`src/design/umpe_pkg.sv`:
```
// Shared types, codes and constants of the uniformized matrix power engine.
package umpe_pkg;

  // Request commands
  typedef enum logic [1:0] {
    CMD_LOAD_RATE = 2'd0,
    CMD_LOAD_STAT = 2'd1,
    CMD_QUERY_POW = 2'd2,
    CMD_QUERY_MU  = 2'd3
  } cmd_t;

  // Result status codes
  typedef enum logic [1:0] {
    ST_OK       = 2'd0,
    ST_NEG_PROB = 2'd1,
    ST_ZERO_MU  = 2'd2
  } status_t;

  // Result source select
  typedef enum logic [2:0] {
    RES_ZERO = 3'd0,
    RES_MU   = 3'd1,
    RES_UNIT = 3'd2,
    RES_STAT = 3'd3,
    RES_TAB  = 3'd4
  } res_sel_t;

  typedef enum logic [3:0] {
    S_IDLE,
    S_DECODE,
    S_MU_RD,
    S_MU_ACC,
    S_MU_END,
    S_DIV_RD,
    S_DIV_LOAD,
    S_DIV_RUN,
    S_DIV_END,
    S_ANSWER,
    S_MAC_RUN,
    S_MAC_DRAIN,
    S_STAT_WAIT,
    S_TAB_WAIT
  } state_t;

  localparam logic signed [31:0] ONE_Q24   = 32'sh0100_0000;
  localparam logic signed [31:0] INT32_MAX = 32'sh7fff_ffff;
  localparam logic signed [31:0] INT32_MIN = 32'sh8000_0000;
  // Quotient bits of (|Q| << 24) / mu
  localparam int QUO_W = 56;

  // Controller to datapath commands
  typedef struct packed {
    logic     capture;
    logic     load_write;
    logic     clr_power;
    logic     idx_clr;
    logic     diag_step;
    logic     ent_step;
    logic     k_step;
    logic     rate_rd_diag;
    logic     mu_clr;
    logic     mu_acc;
    logic     mu_commit;
    logic     div_load;
    logic     div_step;
    logic     act_write;
    logic     act_done;
    logic     mac_issue;
    logic     acc_clr;
    logic     mac_write;
    logic     pow_inc;
    logic     tab_rd;
    logic     res_load;
    res_sel_t res_sel;
    status_t  res_status;
  } dp_cmd_t;

  // Datapath to controller status
  typedef struct packed {
    cmd_t cmd;
    logic active;
    logic n_zero;
    logic n_over;
    logic idx_ok;
    logic col_ok;
    logic need_pow;
    logic pow_last;
    logic diag_last;
    logic ent_last;
    logic k_last;
    logic div_last;
    logic mu_zero;
    logic r_neg;
    logic mac_busy;
  } dp_stat_t;

endpackage

```
`src/design/umpe_ctrl.sv`:
```
// Sequencer for loads, activation, lazy power products and answers.
module umpe_ctrl import umpe_pkg::*; (
  input  logic     clk,
  input  logic     rst,
  input  logic     start,
  input  dp_stat_t st,
  output dp_cmd_t  cmd,
  output logic     busy
);

  state_t state, state_next;

  // State register
  always_ff @(posedge clk) begin
    if (rst) begin
      state <= S_IDLE;
    end else begin
      state <= state_next;
    end
  end

  assign busy = (state != S_IDLE);

  // Next state and commands
  always_comb begin
    state_next = state;
    cmd        = '0;
    unique case (state)
      S_IDLE: begin
        if (start) begin
          cmd.capture = 1'b1;
          state_next  = S_DECODE;
        end
      end
      S_DECODE: begin
        if (st.cmd == CMD_LOAD_RATE || st.cmd == CMD_LOAD_STAT) begin
          cmd.load_write = 1'b1;
          cmd.clr_power  = 1'b1;
          cmd.res_load   = 1'b1;
          cmd.res_sel    = RES_ZERO;
          cmd.res_status = ST_OK;
          state_next     = S_IDLE;
        end else if (st.active) begin
          state_next = S_ANSWER;
        end else begin
          cmd.mu_clr  = 1'b1;
          cmd.idx_clr = 1'b1;
          state_next  = S_MU_RD;
        end
      end
      // mu = max |Q(i,i)|
      S_MU_RD: begin
        cmd.rate_rd_diag = 1'b1;
        state_next       = S_MU_ACC;
      end
      S_MU_ACC: begin
        cmd.mu_acc    = 1'b1;
        cmd.diag_step = 1'b1;
        state_next    = st.diag_last ? S_MU_END : S_MU_RD;
      end
      S_MU_END: begin
        cmd.mu_commit = 1'b1;
        if (st.mu_zero) begin
          cmd.res_load   = 1'b1;
          cmd.res_sel    = RES_ZERO;
          cmd.res_status = ST_ZERO_MU;
          state_next     = S_IDLE;
        end else begin
          cmd.idx_clr = 1'b1;
          state_next  = S_DIV_RD;
        end
      end
      // R = I + Q/mu, one entry per divide
      S_DIV_RD: begin
        state_next = S_DIV_LOAD;
      end
      S_DIV_LOAD: begin
        cmd.div_load = 1'b1;
        state_next   = S_DIV_RUN;
      end
      S_DIV_RUN: begin
        cmd.div_step = 1'b1;
        if (st.div_last) begin
          state_next = S_DIV_END;
        end
      end
      S_DIV_END: begin
        if (st.r_neg) begin
          cmd.res_load   = 1'b1;
          cmd.res_sel    = RES_ZERO;
          cmd.res_status = ST_NEG_PROB;
          state_next     = S_IDLE;
        end else begin
          cmd.act_write = 1'b1;
          cmd.ent_step  = 1'b1;
          if (st.ent_last) begin
            cmd.act_done = 1'b1;
            state_next   = S_ANSWER;
          end else begin
            state_next = S_DIV_RD;
          end
        end
      end
      S_ANSWER: begin
        cmd.res_status = ST_OK;
        if (st.cmd == CMD_QUERY_MU) begin
          cmd.res_load = 1'b1;
          cmd.res_sel  = RES_MU;
          state_next   = S_IDLE;
        end else if (st.n_zero) begin
          cmd.res_load = 1'b1;
          cmd.res_sel  = RES_UNIT;
          state_next   = S_IDLE;
        end else if (st.n_over) begin
          if (st.col_ok) begin
            state_next = S_STAT_WAIT;
          end else begin
            cmd.res_load = 1'b1;
            cmd.res_sel  = RES_ZERO;
            state_next   = S_IDLE;
          end
        end else if (!st.idx_ok) begin
          cmd.res_load = 1'b1;
          cmd.res_sel  = RES_ZERO;
          state_next   = S_IDLE;
        end else if (st.need_pow) begin
          cmd.idx_clr = 1'b1;
          cmd.acc_clr = 1'b1;
          state_next  = S_MAC_RUN;
        end else begin
          cmd.tab_rd = 1'b1;
          state_next = S_TAB_WAIT;
        end
      end
      // Dot product of a row of R^(n-1) with a column of R
      S_MAC_RUN: begin
        cmd.mac_issue = 1'b1;
        cmd.k_step    = 1'b1;
        if (st.k_last) begin
          state_next = S_MAC_DRAIN;
        end
      end
      S_MAC_DRAIN: begin
        if (!st.mac_busy) begin
          cmd.mac_write = 1'b1;
          cmd.acc_clr   = 1'b1;
          cmd.ent_step  = 1'b1;
          if (st.ent_last) begin
            cmd.pow_inc = 1'b1;
            state_next  = st.pow_last ? S_ANSWER : S_MAC_RUN;
          end else begin
            state_next = S_MAC_RUN;
          end
        end
      end
      S_STAT_WAIT: begin
        cmd.res_load   = 1'b1;
        cmd.res_sel    = RES_STAT;
        cmd.res_status = ST_OK;
        state_next     = S_IDLE;
      end
      S_TAB_WAIT: begin
        cmd.res_load   = 1'b1;
        cmd.res_sel    = RES_TAB;
        cmd.res_status = ST_OK;
        state_next     = S_IDLE;
      end
      default: begin
        state_next = S_IDLE;
      end
    endcase
  end

endmodule

```
`config.mk`:
```
export PLATFORM = sky130hd
export DESIGN_NAME = umpe_ctrl
export DESIGN_NICKNAME = d
export VERILOG_FILES = /design/src/design/umpe_pkg.sv /design/src/design/umpe_ctrl.sv
export SDC_FILE = /design/constraint.sdc
export NUM_CORES = 1
export LEC_CHECK = 0
export ABC_AREA = 1
export BUFFER_PORTS_ARGS = -buffer_cell sky130_fd_sc_hd__buf_2
export CORE_MARGIN = 3
export CORE_UTILIZATION = 42
export DETAILED_ROUTE_END_ITERATION = 6
export PLACE_DENSITY = 0.79
export RECOVER_POWER = 100
export SLEW_MARGIN = 10
export SYNTH_ARGS = -nofsm -noshare
export SYNTH_HDL_FRONTEND = slang
export SYNTH_SLANG_ARGS = --single-unit
```
`constraint.sdc`:
```
create_clock -name clk -period 1.58 [get_ports clk]
set_input_delay 0.079 -clock clk [delete_from_list [all_inputs] [get_ports clk]]
set_output_delay 0.079 -clock clk [all_outputs]
set_load 0.01 [all_outputs]
```
==> tab_implementation.tex <==
\begin{tabular}{lr}
\hline
Metric & Value \\
\hline
\multicolumn{2}{l}{\textbf{Status}} \\
Status & finished, final reports clean \\
\multicolumn{2}{l}{\textbf{Drt}} \\
Iteration-0 DRC Markers & 49 \\
DRC violations left & 0 \\
Final WL & about 2300 µm \\
Avg Vias per Cell & $\sim$4.7 \\
Number of iterations in the first detailed-routing pass & 4 \\
Post-route ant nets & 0 \\
Average wire per cell in the routed design & 10.64 µm \\
Via count of the routed design & 1029 \\
\multicolumn{2}{l}{\textbf{Layout}} \\
Number of flip-flops in the largest register & 4 \\
Area Overhead vs Synth & 40.87\% \\
Top reg by flops & state \\
Share of the core filled with cells in the final layout & roughly 66\% \\
Count of nets after finishing & between 200 and 250 \\
Final cell area excluding filler cells & between 1000 and 1500 µm² \\
Antenna diode count & 0 \\
Fraction of layout cells with a size suffix above 1 & about 41\% \\
Top flop regs & state: 4 flops \\
\multicolumn{2}{l}{\textbf{Min path}} \\
Worst hold path class & input port to flip-flop \\
Worst Hold Launch & rst \\
\multicolumn{2}{l}{\textbf{Critical path}} \\
Startpoint type of the worst setup path & flip-flop \\
Data arrival time of the worst path & 1.41 ns \\
CP Class & flip-flop to output pin \\
Most repeated library cell on the critical path & sky130\_fd\_sc\_hd\_\_nand3\_1 \\
Nature of the critical path endpoint & output pin \\
Kind of cell adding the most delay to the critical path & simple AND/OR/NAND/NOR gates \\
Largest stage delay on the critical path & 0.37 ns \\
Launch point of the worst path & state[2] \\
Critical-path cell with the highest stage delay & sky130\_fd\_sc\_hd\_\_dfxtp\_2 \\
Critical register-to-register path startpoint & state[1] \\
Crit path buffers/inverters & 2 \\
Largest fanout on the critical path & 8 \\
Chain of cells forming the critical path & inv\_4, nand2\_2, nor2\_4, nand3\_1, nand3\_1, buf\_2 \\
Critical path required time & roughly 1.5 ns \\
\multicolumn{2}{l}{\textbf{Floorplanning}} \\
Horizontal die dimension & approximately 48 µm \\
DIE AREA & $\sim$2300 µm² \\
Count of pins on the block boundary & 46 \\
Overall die height & $\sim$48 µm \\
Core footprint & around 1600 µm² \\
Total number of placement rows & 14 \\
Initial core utilization & between 40\% and 50\% \\
\multicolumn{2}{l}{\textbf{STA}} \\
Minimum clock period & around 1.5 ns \\
Number of setup violations in the final report & 0 \\
Hold violation total from the final report & 0 \\
Fraction of the cycle the final worst path needs & 94.04\% \\
Total negative slack for setup checks & 0 ns \\
Max-slew violation total from the final report & 0 \\
Worst clock skew & 0.001629 ns \\
Worst slew margin & a little under three quarters \\
Pin slew with the least headroom to its limit & around 0.42 ns \\
Maximum clock frequency & roughly 0.67 GHz \\
\multicolumn{2}{l}{\textbf{Synth}} \\
Share of the synthesized area in the top cell type & $\sim$22\% \\
Largest cells by area after synthesis & sky130\_fd\_sc\_hd\_\_nand2\_1, sky130\_fd\_sc\_hd\_\_inv\_1, sky130\_fd\_sc\_hd\_\_dfxtp\_1 \\
Count of flip-flops with a built-in enable after synthesis & 0 \\
Synthesized net count & $\sim$170 \\
Post-Synthesis Mean Instance Area & approximately 5.0 µm² \\
Sequential area share after synthesis & around 11\% \\
Netlist area before placement & 747.0 µm² \\
Most common cell in the netlist & sky130\_fd\_sc\_hd\_\_nand2\_1 \\
Synthesized instance count & 148 \\
Fraction of synthesis flops using an asynchronous set or reset pin & 0\% \\
Top FF cell, synth & sky130\_fd\_sc\_hd\_\_dfxtp\_1 \\
Cell accounting for the most synthesized area & sky130\_fd\_sc\_hd\_\_nand2\_1 \\
Top cells by count, synth & sky130\_fd\_sc\_hd\_\_nand2\_1, sky130\_fd\_sc\_hd\_\_inv\_1, sky130\_fd\_sc\_hd\_\_nor2\_1, sky130\_fd\_sc\_hd\_\_nand3\_1, sky130\_fd\_sc\_hd\_\_o21ai\_0 \\
Register bit count reported by yosys & 4 \\
Number of warnings printed during yosys synthesis & 0 \\
Number of different library cells in the post-synthesis netlist & 22 \\
\multicolumn{2}{l}{\textbf{Clock network}} \\
Inserted Clock Buffers & 3 \\
Clock tree from TritonCTS & built \\
Number of levels in the clock H-tree & 1 \\
Hold Buf Count CTS & 0 \\
Clk slew on worst S/H paths & $\sim$0.04 ns \\
Max Root-Sink Buffers & 2 \\
Clock insertion delay at the later pin of the skew report & about 0.24 ns \\
Cell chosen for the clock root & sky130\_fd\_sc\_hd\_\_clkbuf\_4 \\
Clock sinks & 4 \\
\multicolumn{2}{l}{\textbf{Power and ir drop}} \\
Total power of the final layout & 0.5115 mW \\
PD cells & around 490 nW/µm² \\
Max IR drop VDD & between 0.0003 and 0.0004 V \\
Leak & between 0.7 and 0.8 nW \\
\multicolumn{2}{l}{\textbf{Place}} \\
Total cell area at the placement stage & between 900 and 1000 µm² \\
Port-buffer cells & 45 \\
Detail Placement HPWL & between 1500 and 2000 µm \\
GPL Wtd Cong & between 0.8 and 0.9 \\
\multicolumn{2}{l}{\textbf{Global routing}} \\
Wire length of the first global-routing pass & 3429 µm \\
Gr usage total & between 20\% and 30\% \\
Antenna violations before repair & 0 \\
Vias in the first global route & around 900 \\
Overall overflow remaining after global route & 0 \\
Pin count of the biggest net entering global routing & 9 \\
\multicolumn{2}{l}{\textbf{Job}} \\
Reported max-cap violation count & 0 \\
\hline
\end{tabular}
[per-stage QoR]
step / setup slack, ns / hold WS [ns] / std cells
final: 0.09411 / 0.04922 / 217
after global routing: -0.006468 / 0.05172 / 217
after CTS: 0.03665 / 0.04666 / 214
after detailed placement: 0.09331 / 0.2929 / 211
after global placement: 0.1410 / 0.2843 / 211
after floorplan: 0.2576 / 0.1414 / 148
[worst paths after layout]
path / endpoint / slack [ns] / cells after the start
max: cmd[22] / 0.09 / 6
min: state[1] / 0.05 / 2
max reg2reg: state[1] / 0.17 / 9
min reg2reg: state[1] / 0.53 / 2
[layout by cell type, fill, tap and decap left out, drive strengths merged]
master / netlist / layout
buf: 6 / 48
clkbuf: 0 / 3
a21oi: 5 / 5
clkinv: 1 / 1
nand2: 48 / 48
inv: 32 / 32
nor2: 25 / 25
nand3: 13 / 13
nor3: 2 / 2
nand4: 1 / 1
a31oi: 1 / 1
o21ai: 8 / 8
nand3b: 2 / 2
dfxtp: 4 / 4
[where the power goes]
part	total [mW]	switching [mW]	leakage [nW]	internal, mW
Sequential	0.135	0.0232	0.0349	0.112
Combinational	0.249	0.150	0.658	0.0986
Clock	0.128	0.0431	0.0138	0.0850
[worst register-to-register path: cells and delay by family, from the launching register on]
| family | cells | cell delay [ns] |
|---|---|---|
| and+or+nand+nor | 4 | 0.38 |
| DFF | 1 | 0.36 |
| buffers and inverters | 3 | 0.34 |
| AOI/OAI and AO/OA | 2 | 0.27 |
[area by class of cell]
class | instances | area [µm²]
clock buffer | 3 | 22.52
fill | 138 | 541.8
multi-input combinational | 105 | 530.5
tap | 24 | 30.03
inverter | 33 | 127.6
sequential | 4 | 90.09
timing repair buffer | 48 | 251.5
[layer usage]
layer	part of all wire [%]	global-route usage [%]	vias to the layer above
li1	-	-	535
met1	40	25.00	433
met2	49	35.42	53
met3	8.7	2.583	8
met4	2.1	7.527	0
met5	0	0	-
[cells by family (layout without fill, tap and decap cells)]
kind of cell	count (synthesis)	after routing	share of synthesized area (%)
AND/OR/NAND/NOR	91	91	54.94
buffers and inverters	39	84	23.28
AO/OA/AOI/OAI	14	14	11.06
flip-flops	4	4	10.72
[repair_timing]
action / 4_1_cts / 5_1_grt
endpoints found under the setup margin: 4 / 5
pin swaps: 0 / 3
setup buffers: 0 / 3
gates resized for setup: 7 / 13
(Power assumes the default switching activity.)
